==> src/sv/rxf_pkg.sv <==
// ----------------------------------------------------------------------------
// rxf_pkg
// shared constants, register codes and types for the receive fifo
// ----------------------------------------------------------------------------
package rxf_pkg;

    localparam int DEPTH     = 16;
    localparam int PTR_W     = (DEPTH > 1) ? $clog2(DEPTH) : 1;
    localparam int CNT_W     = $clog2(DEPTH + 1);
    localparam int WM_W      = 5;
    localparam int FILL_W    = 5;
    localparam int CMP_W     = (CNT_W > WM_W) ? CNT_W : WM_W;
    localparam int DATA_W    = 8;
    localparam int ADDR_W    = 4;
    localparam int PDATA_W   = 32;

    localparam logic [DATA_W-1:0] EMPTY_BYTE  = 8'hFE;
    localparam logic [WM_W-1:0]   UPPER_RESET = WM_W'((DEPTH * 3) / 4);
    localparam logic [WM_W-1:0]   LOWER_RESET = WM_W'(DEPTH / 4);

    // register index, taken from paddr[3:2]
    typedef enum logic [1:0] {
        REG_UPPER = 2'd0,
        REG_LOWER = 2'd1,
        REG_FLOW  = 2'd2
    } t_reg_idx;

    // operation code of an input item
    typedef enum logic {
        OP_RECEIVE = 1'b0,
        OP_READ    = 1'b1
    } t_op;

    typedef struct packed {
        logic [WM_W-1:0] upper;
        logic [WM_W-1:0] lower;
        logic            flow_en;
    } t_cfg;

    typedef struct packed {
        logic [DATA_W-1:0] read_byte;
        logic              read_status;
        logic              overrun;
        logic              rts_n;
        logic [FILL_W-1:0] fill_count;
    } t_result;

endpackage

==> src/sv/rxf_regs.sv <==
// ----------------------------------------------------------------------------
// rxf_regs
// apb register file: watermarks and flow control enable
// ----------------------------------------------------------------------------
module rxf_regs (
    input  logic                       i_clk,
    input  logic                       i_rst_n,
    input  logic                       psel,
    input  logic                       penable,
    input  logic                       pwrite,
    input  logic [rxf_pkg::ADDR_W-1:0] paddr,
    input  logic [rxf_pkg::PDATA_W-1:0] pwdata,
    output logic [rxf_pkg::PDATA_W-1:0] prdata,
    output logic                       pready,
    output rxf_pkg::t_cfg              o_cfg
);
    import rxf_pkg::*;

    t_cfg     r_cfg;
    t_reg_idx w_idx;
    logic     w_wr;

    assign w_idx  = t_reg_idx'(paddr[ADDR_W-1:2]);
    assign w_wr   = psel && penable && pwrite;
    assign pready = 1'b1;
    assign o_cfg  = r_cfg;

    always_ff @(posedge i_clk) begin
        if (!i_rst_n) begin
            r_cfg.upper   <= UPPER_RESET;
            r_cfg.lower   <= LOWER_RESET;
            r_cfg.flow_en <= 1'b1;
        end else if (w_wr) begin
            case (w_idx)
                REG_UPPER: r_cfg.upper   <= pwdata[WM_W-1:0];
                REG_LOWER: r_cfg.lower   <= pwdata[WM_W-1:0];
                REG_FLOW:  r_cfg.flow_en <= pwdata[0];
                default:   ;
            endcase
        end
    end

    always_comb begin
        case (w_idx)
            REG_UPPER: prdata = PDATA_W'(r_cfg.upper);
            REG_LOWER: prdata = PDATA_W'(r_cfg.lower);
            REG_FLOW:  prdata = PDATA_W'(r_cfg.flow_en);
            default:   prdata = '0;
        endcase
    end

endmodule

==> src/sv/rxf_core.sv <==
// ----------------------------------------------------------------------------
// rxf_core
// byte store, pointers, fill count and rts state with the per-item logic
// ----------------------------------------------------------------------------
module rxf_core (
    input  logic                       i_clk,
    input  logic                       i_rst_n,
    input  rxf_pkg::t_cfg              i_cfg,
    input  logic                       i_fire,
    input  logic                       i_op,
    input  logic [rxf_pkg::DATA_W-1:0] i_rx_byte,
    output rxf_pkg::t_result           o_res
);
    import rxf_pkg::*;

    logic [DATA_W-1:0] r_store [DEPTH];
    logic [PTR_W-1:0]  r_wptr, n_wptr;
    logic [PTR_W-1:0]  r_rptr, n_rptr;
    logic [CNT_W-1:0]  r_count, n_count;
    logic              r_rts, n_rts;
    logic              w_full, w_empty, w_push;

    assign w_full  = (r_count == CNT_W'(DEPTH));
    assign w_empty = (r_count == '0);
    assign w_push  = (t_op'(i_op) == OP_RECEIVE) && !w_full;

    always_comb begin
        n_wptr  = r_wptr;
        n_rptr  = r_rptr;
        n_count = r_count;
        n_rts   = r_rts;
        o_res   = '0;
        if (t_op'(i_op) == OP_RECEIVE) begin
            // rts check uses the count before the byte goes in
            if (i_cfg.flow_en && (CMP_W'(r_count) >= CMP_W'(i_cfg.upper))) begin
                n_rts = 1'b1;
            end
            if (!w_full) begin
                n_wptr  = (r_wptr == PTR_W'(DEPTH - 1)) ? '0 : r_wptr + 1'b1;
                n_count = r_count + 1'b1;
            end else begin
                o_res.overrun = 1'b1;
            end
        end else begin
            if (w_empty) begin
                o_res.read_byte   = EMPTY_BYTE;
                o_res.read_status = 1'b1;
            end else begin
                o_res.read_byte = r_store[r_rptr];
                n_rptr  = (r_rptr == PTR_W'(DEPTH - 1)) ? '0 : r_rptr + 1'b1;
                n_count = r_count - 1'b1;
                if (i_cfg.flow_en && (CMP_W'(n_count) < CMP_W'(i_cfg.lower))) begin
                    n_rts = 1'b0;
                end
            end
        end
        o_res.rts_n      = n_rts;
        o_res.fill_count = FILL_W'(n_count);
    end

    always_ff @(posedge i_clk) begin
        if (!i_rst_n) begin
            r_wptr  <= '0;
            r_rptr  <= '0;
            r_count <= '0;
            r_rts   <= 1'b0;
        end else if (i_fire) begin
            r_wptr  <= n_wptr;
            r_rptr  <= n_rptr;
            r_count <= n_count;
            r_rts   <= n_rts;
        end
    end

    always_ff @(posedge i_clk) begin
        if (i_fire && w_push) begin
            r_store[r_wptr] <= i_rx_byte;
        end
    end

endmodule

==> src/sv/rx_fifo_with_rts_flow_control.sv <==
// ----------------------------------------------------------------------------
// rx_fifo_with_rts_flow_control
// receive byte fifo with watermark-driven active-low rts and apb setup port
// ----------------------------------------------------------------------------
//  channel  | handshake                   | payload
//  ---------+-----------------------------+-------------------------------------
//  in       | i_in_valid / o_in_ready     | i_op, i_rx_byte
//  out      | o_out_valid / i_out_ready   | o_read_byte, o_read_status,
//           |                             | o_overrun, o_rts_n, o_fill_count
//  config   | psel, penable, pwrite       | paddr, pwdata, prdata (pready = 1)
//
//  one item per cycle sustained while results are not stalled; an item's
//  result passes through the input register and then the result register
//  store access, count and rts update sit in the logic between them
//  synchronous active-low reset clears pointers, count, rts (active) and
//  both valid flags; watermarks reset to 3/4 and 1/4 of depth, flow on
//  a stalled result holds the item in the input register; new items are
//  still taken whenever the input register empties in the same cycle
// ----------------------------------------------------------------------------
module rx_fifo_with_rts_flow_control (
    input  logic                        i_clk,
    input  logic                        i_rst_n,
    // input items
    input  logic                        i_in_valid,
    output logic                        o_in_ready,
    input  logic                        i_op,
    input  logic [rxf_pkg::DATA_W-1:0]  i_rx_byte,
    // result items
    output logic                        o_out_valid,
    input  logic                        i_out_ready,
    output logic [rxf_pkg::DATA_W-1:0]  o_read_byte,
    output logic                        o_read_status,
    output logic                        o_overrun,
    output logic                        o_rts_n,
    output logic [rxf_pkg::FILL_W-1:0]  o_fill_count,
    // configuration
    input  logic                        psel,
    input  logic                        penable,
    input  logic                        pwrite,
    input  logic [rxf_pkg::ADDR_W-1:0]  paddr,
    input  logic [rxf_pkg::PDATA_W-1:0] pwdata,
    output logic [rxf_pkg::PDATA_W-1:0] prdata,
    output logic                        pready
);
    import rxf_pkg::*;

    t_cfg              w_cfg;
    t_result           w_res;
    t_result           r_res;

    // input register
    logic              r_in_valid;
    logic              r_in_op;
    logic [DATA_W-1:0] r_in_byte;

    // result register
    logic              r_out_valid;

    // item moves from input register into result register
    logic              w_fire;

    assign w_fire     = r_in_valid && (!r_out_valid || i_out_ready);
    assign o_in_ready = !r_in_valid || w_fire;

    rxf_regs u_regs (
        .i_clk   (i_clk),
        .i_rst_n (i_rst_n),
        .psel    (psel),
        .penable (penable),
        .pwrite  (pwrite),
        .paddr   (paddr),
        .pwdata  (pwdata),
        .prdata  (prdata),
        .pready  (pready),
        .o_cfg   (w_cfg)
    );

    rxf_core u_core (
        .i_clk     (i_clk),
        .i_rst_n   (i_rst_n),
        .i_cfg     (w_cfg),
        .i_fire    (w_fire),
        .i_op      (r_in_op),
        .i_rx_byte (r_in_byte),
        .o_res     (w_res)
    );

    // valid flags
    always_ff @(posedge i_clk) begin
        if (!i_rst_n) begin
            r_in_valid  <= 1'b0;
            r_out_valid <= 1'b0;
        end else begin
            if (o_in_ready) begin
                r_in_valid <= i_in_valid;
            end
            if (w_fire) begin
                r_out_valid <= 1'b1;
            end else if (i_out_ready) begin
                r_out_valid <= 1'b0;
            end
        end
    end

    // payload registers, no reset needed
    always_ff @(posedge i_clk) begin
        if (i_in_valid && o_in_ready) begin
            r_in_op   <= i_op;
            r_in_byte <= i_rx_byte;
        end
        if (w_fire) begin
            r_res <= w_res;
        end
    end

    assign o_out_valid   = r_out_valid;
    assign o_read_byte   = r_res.read_byte;
    assign o_read_status = r_res.read_status;
    assign o_overrun     = r_res.overrun;
    assign o_rts_n       = r_res.rts_n;
    assign o_fill_count  = r_res.fill_count;

endmodule

==> config.mk <==
export PLATFORM = sky130hd
export DESIGN_NAME = rx_fifo_with_rts_flow_control
export DESIGN_NICKNAME = d
export VERILOG_FILES = /design/src/sv/rxf_pkg.sv /design/src/sv/rxf_regs.sv /design/src/sv/rxf_core.sv /design/src/sv/rx_fifo_with_rts_flow_control.sv
export SDC_FILE = /design/constraint.sdc
export NUM_CORES = 1
export LEC_CHECK = 0
export BUFFER_PORTS_ARGS = -buffer_cell sky130_fd_sc_hd__buf_2
export CAP_MARGIN = 20
export CORE_AREA = 2 2 148 107
export CTS_BUF_LIST = sky130_fd_sc_hd__clkbuf_8
export DETAILED_ROUTE_END_ITERATION = 6
export DIE_AREA = 0 0 150 109
export PLACE_DENSITY = 0.73
export SLEW_MARGIN = 20
export SYNTH_ARGS = -nofsm -noshare
export SYNTH_HDL_FRONTEND = slang
export SYNTH_SLANG_ARGS = --single-unit
==> constraint.sdc <==
create_clock -name i_clk -period 2.8 [get_ports i_clk]
set_input_delay 0.42 -clock i_clk [delete_from_list [all_inputs] [get_ports i_clk]]
set_output_delay 0.42 -clock i_clk [all_outputs]
set_load 0.02 [all_outputs]
==> reports/qor.txt <==
Number of diodes - 0
Worst Hold Path EP - r_in_byte[4]$_DFFE_PP_
Cell area after synthesis - 7920 sq um
Synth area leader - edfxtp_1
Startpoint type of the worst setup path - register
RR Startpoint - u_core.r_count[0]$_SDFFE_PN0P_
Clock Pin Slew Worst Setup and Hold Paths - 90 ps
Die Area - 16400 sq um
I/O pins - 103
Final hold violation count - 0
Root Driver - clkbuf_8
Starting DRT DRC Count - 574
Clock period minus worst slack - 2390 ps
Setup Fix Bufs, Post-CTS - 0
Yosys reg bits - 184
CTS Hold Bufs - 0
Area of the core - 15000 sq um
Final Skew - 15.4 ps
Max Clock Freq - 419 MHz
Initial core utilization - 0.527
Initial antenna violation count - 0
Worst setup slack after layout - 412 ps
Outcome - complete, no violations
Rel. slew slack - 0.406
Synth unique cells - 53
Start point of the worst hold path - i_rx_byte[4]
Fin util - 0.580
First-pass GRT wire length - 24.1 mm
Leakage - 3.08 nW
CTS HTree Levels - 4
Power Total - 5.01 mW
CTS resizes - 0
EDFF count, synth - 153
Congestion Overflow GR - 0
CP arrival - 2480 ps
DR pass1 iterations - 5
Via density - 5.69
Area growth, synth to finish - 10.0%
Vias in the first global route - 4307
Post-synth top flop - edfxtp_1
Reg2Reg Setup Slack - 410 ps
WHS Path Cells - 1
CP required - 2900 ps
Setup TNS - 0 ps
Final setup vio count - 0
Count leader, synth - edfxtp_1
CTS Buf Count - 17
Async set or reset register ratio after synthesis - 0
Die X - 150 um
IO buf count - 45
Routed Antenna Nets - 0
PD cells - 574 nW/um^2
Least-Margin Pin Slew - 889 ps
Critical path class - register to register
Seq/Total Area, Yosys - 0.658
DRC viols - 0
Synth top area share - 0.580
Max clock buf depth - 2
Max-slew violation total from the final report - 0
Layout cells sized above 1 - 0.262
Worst VDD drop - 0.285 mV
Avg Inst Size Synth - 15.4 sq um
Crit share post-route - 0.853
CP endpoint kind - register
DP Worst Slack - 423 ps
Min-Delay Path Class - input port to register
Synth cell count leaders - edfxtp_1, mux4_2, nor2_1, dfxtp_1, buf_4
Row cnt - 38
Worst Path Max Fanout - 8
Global Route Usage Sum - 0.207
Max Cap Viol - 0
R2R Path End - u_core.r_store[0][0]$_DFFE_PP_
Ys Warns - 0
Final wirelength - 15.9 mm
Largest net degree at the start of global routing - 21
Hpwl dp - 11.0 mm
Sink Count - 184
GP Congestion - 0.851
Die height - 109 um
Synth area leaders - edfxtp_1, mux4_2, dfxtp_1, buf_4, ha_1
Number of vias after detailed routing - 4526
CTS tree - yes
R2r worst-path depth - 7
Synthesized instance count - 516
WL/cell - 20.0 um
Worst-Skew Late Latency - 450 ps
Nets - 650
RSZ-0062 raised after global routing - false
==> area by class of cell <==
cell class	instances	area, sq um
fill	1159	6310
sequential	184	5220
multi-input combinational	288	2400
timing repair buffer	74	443
tap	200	250
clock buffer	18	248
clock inverter	14	97.6
inverter	17	63.8
==> cell families (layout without fill, tap and decap cells) <==
| family | Yosys count | in the layout | synth area share |
|---|---|---|---|
| AO/OA/AOI/OAI | 59 | 59 | 0.0540 |
| buffers and inverters | 70 | 123 | 0.0518 |
| multiplexers | 55 | 55 | 0.121 |
| XOR/XNOR | 8 | 8 | 0.00884 |
| AND/OR/NAND/NOR | 122 | 122 | 0.0796 |
| flip-flops | 184 | 184 | 0.658 |
| other | 2 | 28 | 0.000948 |
| adder cells (fa/ha/maj) | 16 | 16 | 0.0253 |
==> through the flow <==
| step | instances | area [sq um] | hold WS, ps |
|---|---|---|---|
| 2_1_floorplan | 542 | 8020 | 468 |
| 3_3_place_gp | 763 | 8370 | 490 |
| 3_5_place_dp | 763 | 8370 | 500 |
| 4_1_cts | 795 | 8720 | 110 |
| 5_1_grt | 795 | 8720 | 108 |
| 6_report | 795 | 8720 | 138 |
==> flip-flops by register name, indices dropped and copies added, names as in the netlist, 4 cells and up, named ones only <==
signal          cells
o_fill_count        5
o_read_byte         8
r_in_byte           8
u_core.r_count      5
u_core.r_rptr       4
u_core.r_store    128
u_core.r_wptr       4
u_regs.o_cfg       11
==> worst max-delay path, stage by stage, from the launching register on <==
cell and delay [ps]:
dfxtp_1 360, inv_2 50, ha_1 190, nor3b_2 200, a2111oi_4 500, nand2b_1 130
nor2_1 190, and2_1 420
==> power by group <==
part	switching, mW	internal [mW]
Clock	0.938	0.646
Sequential	0.0503	3.00
Combinational	0.236	0.134
==> worst max-delay path by stage <==
stage / depth (start not counted) / start / end / slack [ps]
4_1_cts: 7 / u_core.r_count[0]$_SDFFE_PN0P_ / u_core.r_store[3][6]$_DFFE_PP_ / 390
2_1_floorplan: 8 / u_core.r_count[1]$_SDFFE_PN0P_ / u_core.r_store[15][0]$_DFFE_PP_ / 280
3_3_place_gp: 7 / u_core.r_count[0]$_SDFFE_PN0P_ / u_core.r_store[1][3]$_DFFE_PP_ / 510
5_1_grt: 5 / u_core.r_count[2]$_SDFFE_PN0P_ / u_core.r_store[0][0]$_DFFE_PP_ / 230
6_report: 7 / u_core.r_count[0]$_SDFFE_PN0P_ / u_core.r_store[0][0]$_DFFE_PP_ / 410
3_5_place_dp: 7 / u_core.r_count[0]$_SDFFE_PN0P_ / u_core.r_store[3][1]$_DFFE_PP_ / 420
==> layout by cell type (no fill, tap or decap), types with 2 or more instances in the layout <==
master	count
a311oi_1	2
nand2_1	20
nor3_1	4
nor3b_2	2
a31oi_1	4
a21boi_0	2
inv_1	18
and3_1	7
a211oi_1	3
conb_1	28
nand3_1	21
nor2b_1	5
xnor2_1	4
inv_6	6
nand3b_1	4
dfxtp_1	30
nand2b_1	5
nor2_1	31
buf_4	29
mux2i_1	15
and2_1	14
a21o_1	3
o211ai_1	3
buf_2	45
a21oi_1	16
edfxtp_1	153
mux2_2	8
o21ai_0	10
xor2_1	4
a22oi_1	7
clkinv_2	2
ha_1	16
clkbuf_8	18
mux4_2	32
clkinv_4	2
==> metal layers <==
metal / part of all wire / wire length (um) / GRT usage / vias to the layer above
met5: 0 / 0 / 0 / -
met4: 0.0091 / 144 / 0.0613 / 0
met3: 0.099 / 1570 / 0.0628 / 14
met2: 0.44 / 7000 / 0.289 / 218
met1: 0.45 / 7190 / 0.313 / 2261
li1: - / - / - / 2033
Power figures use the tool's default switching activity.
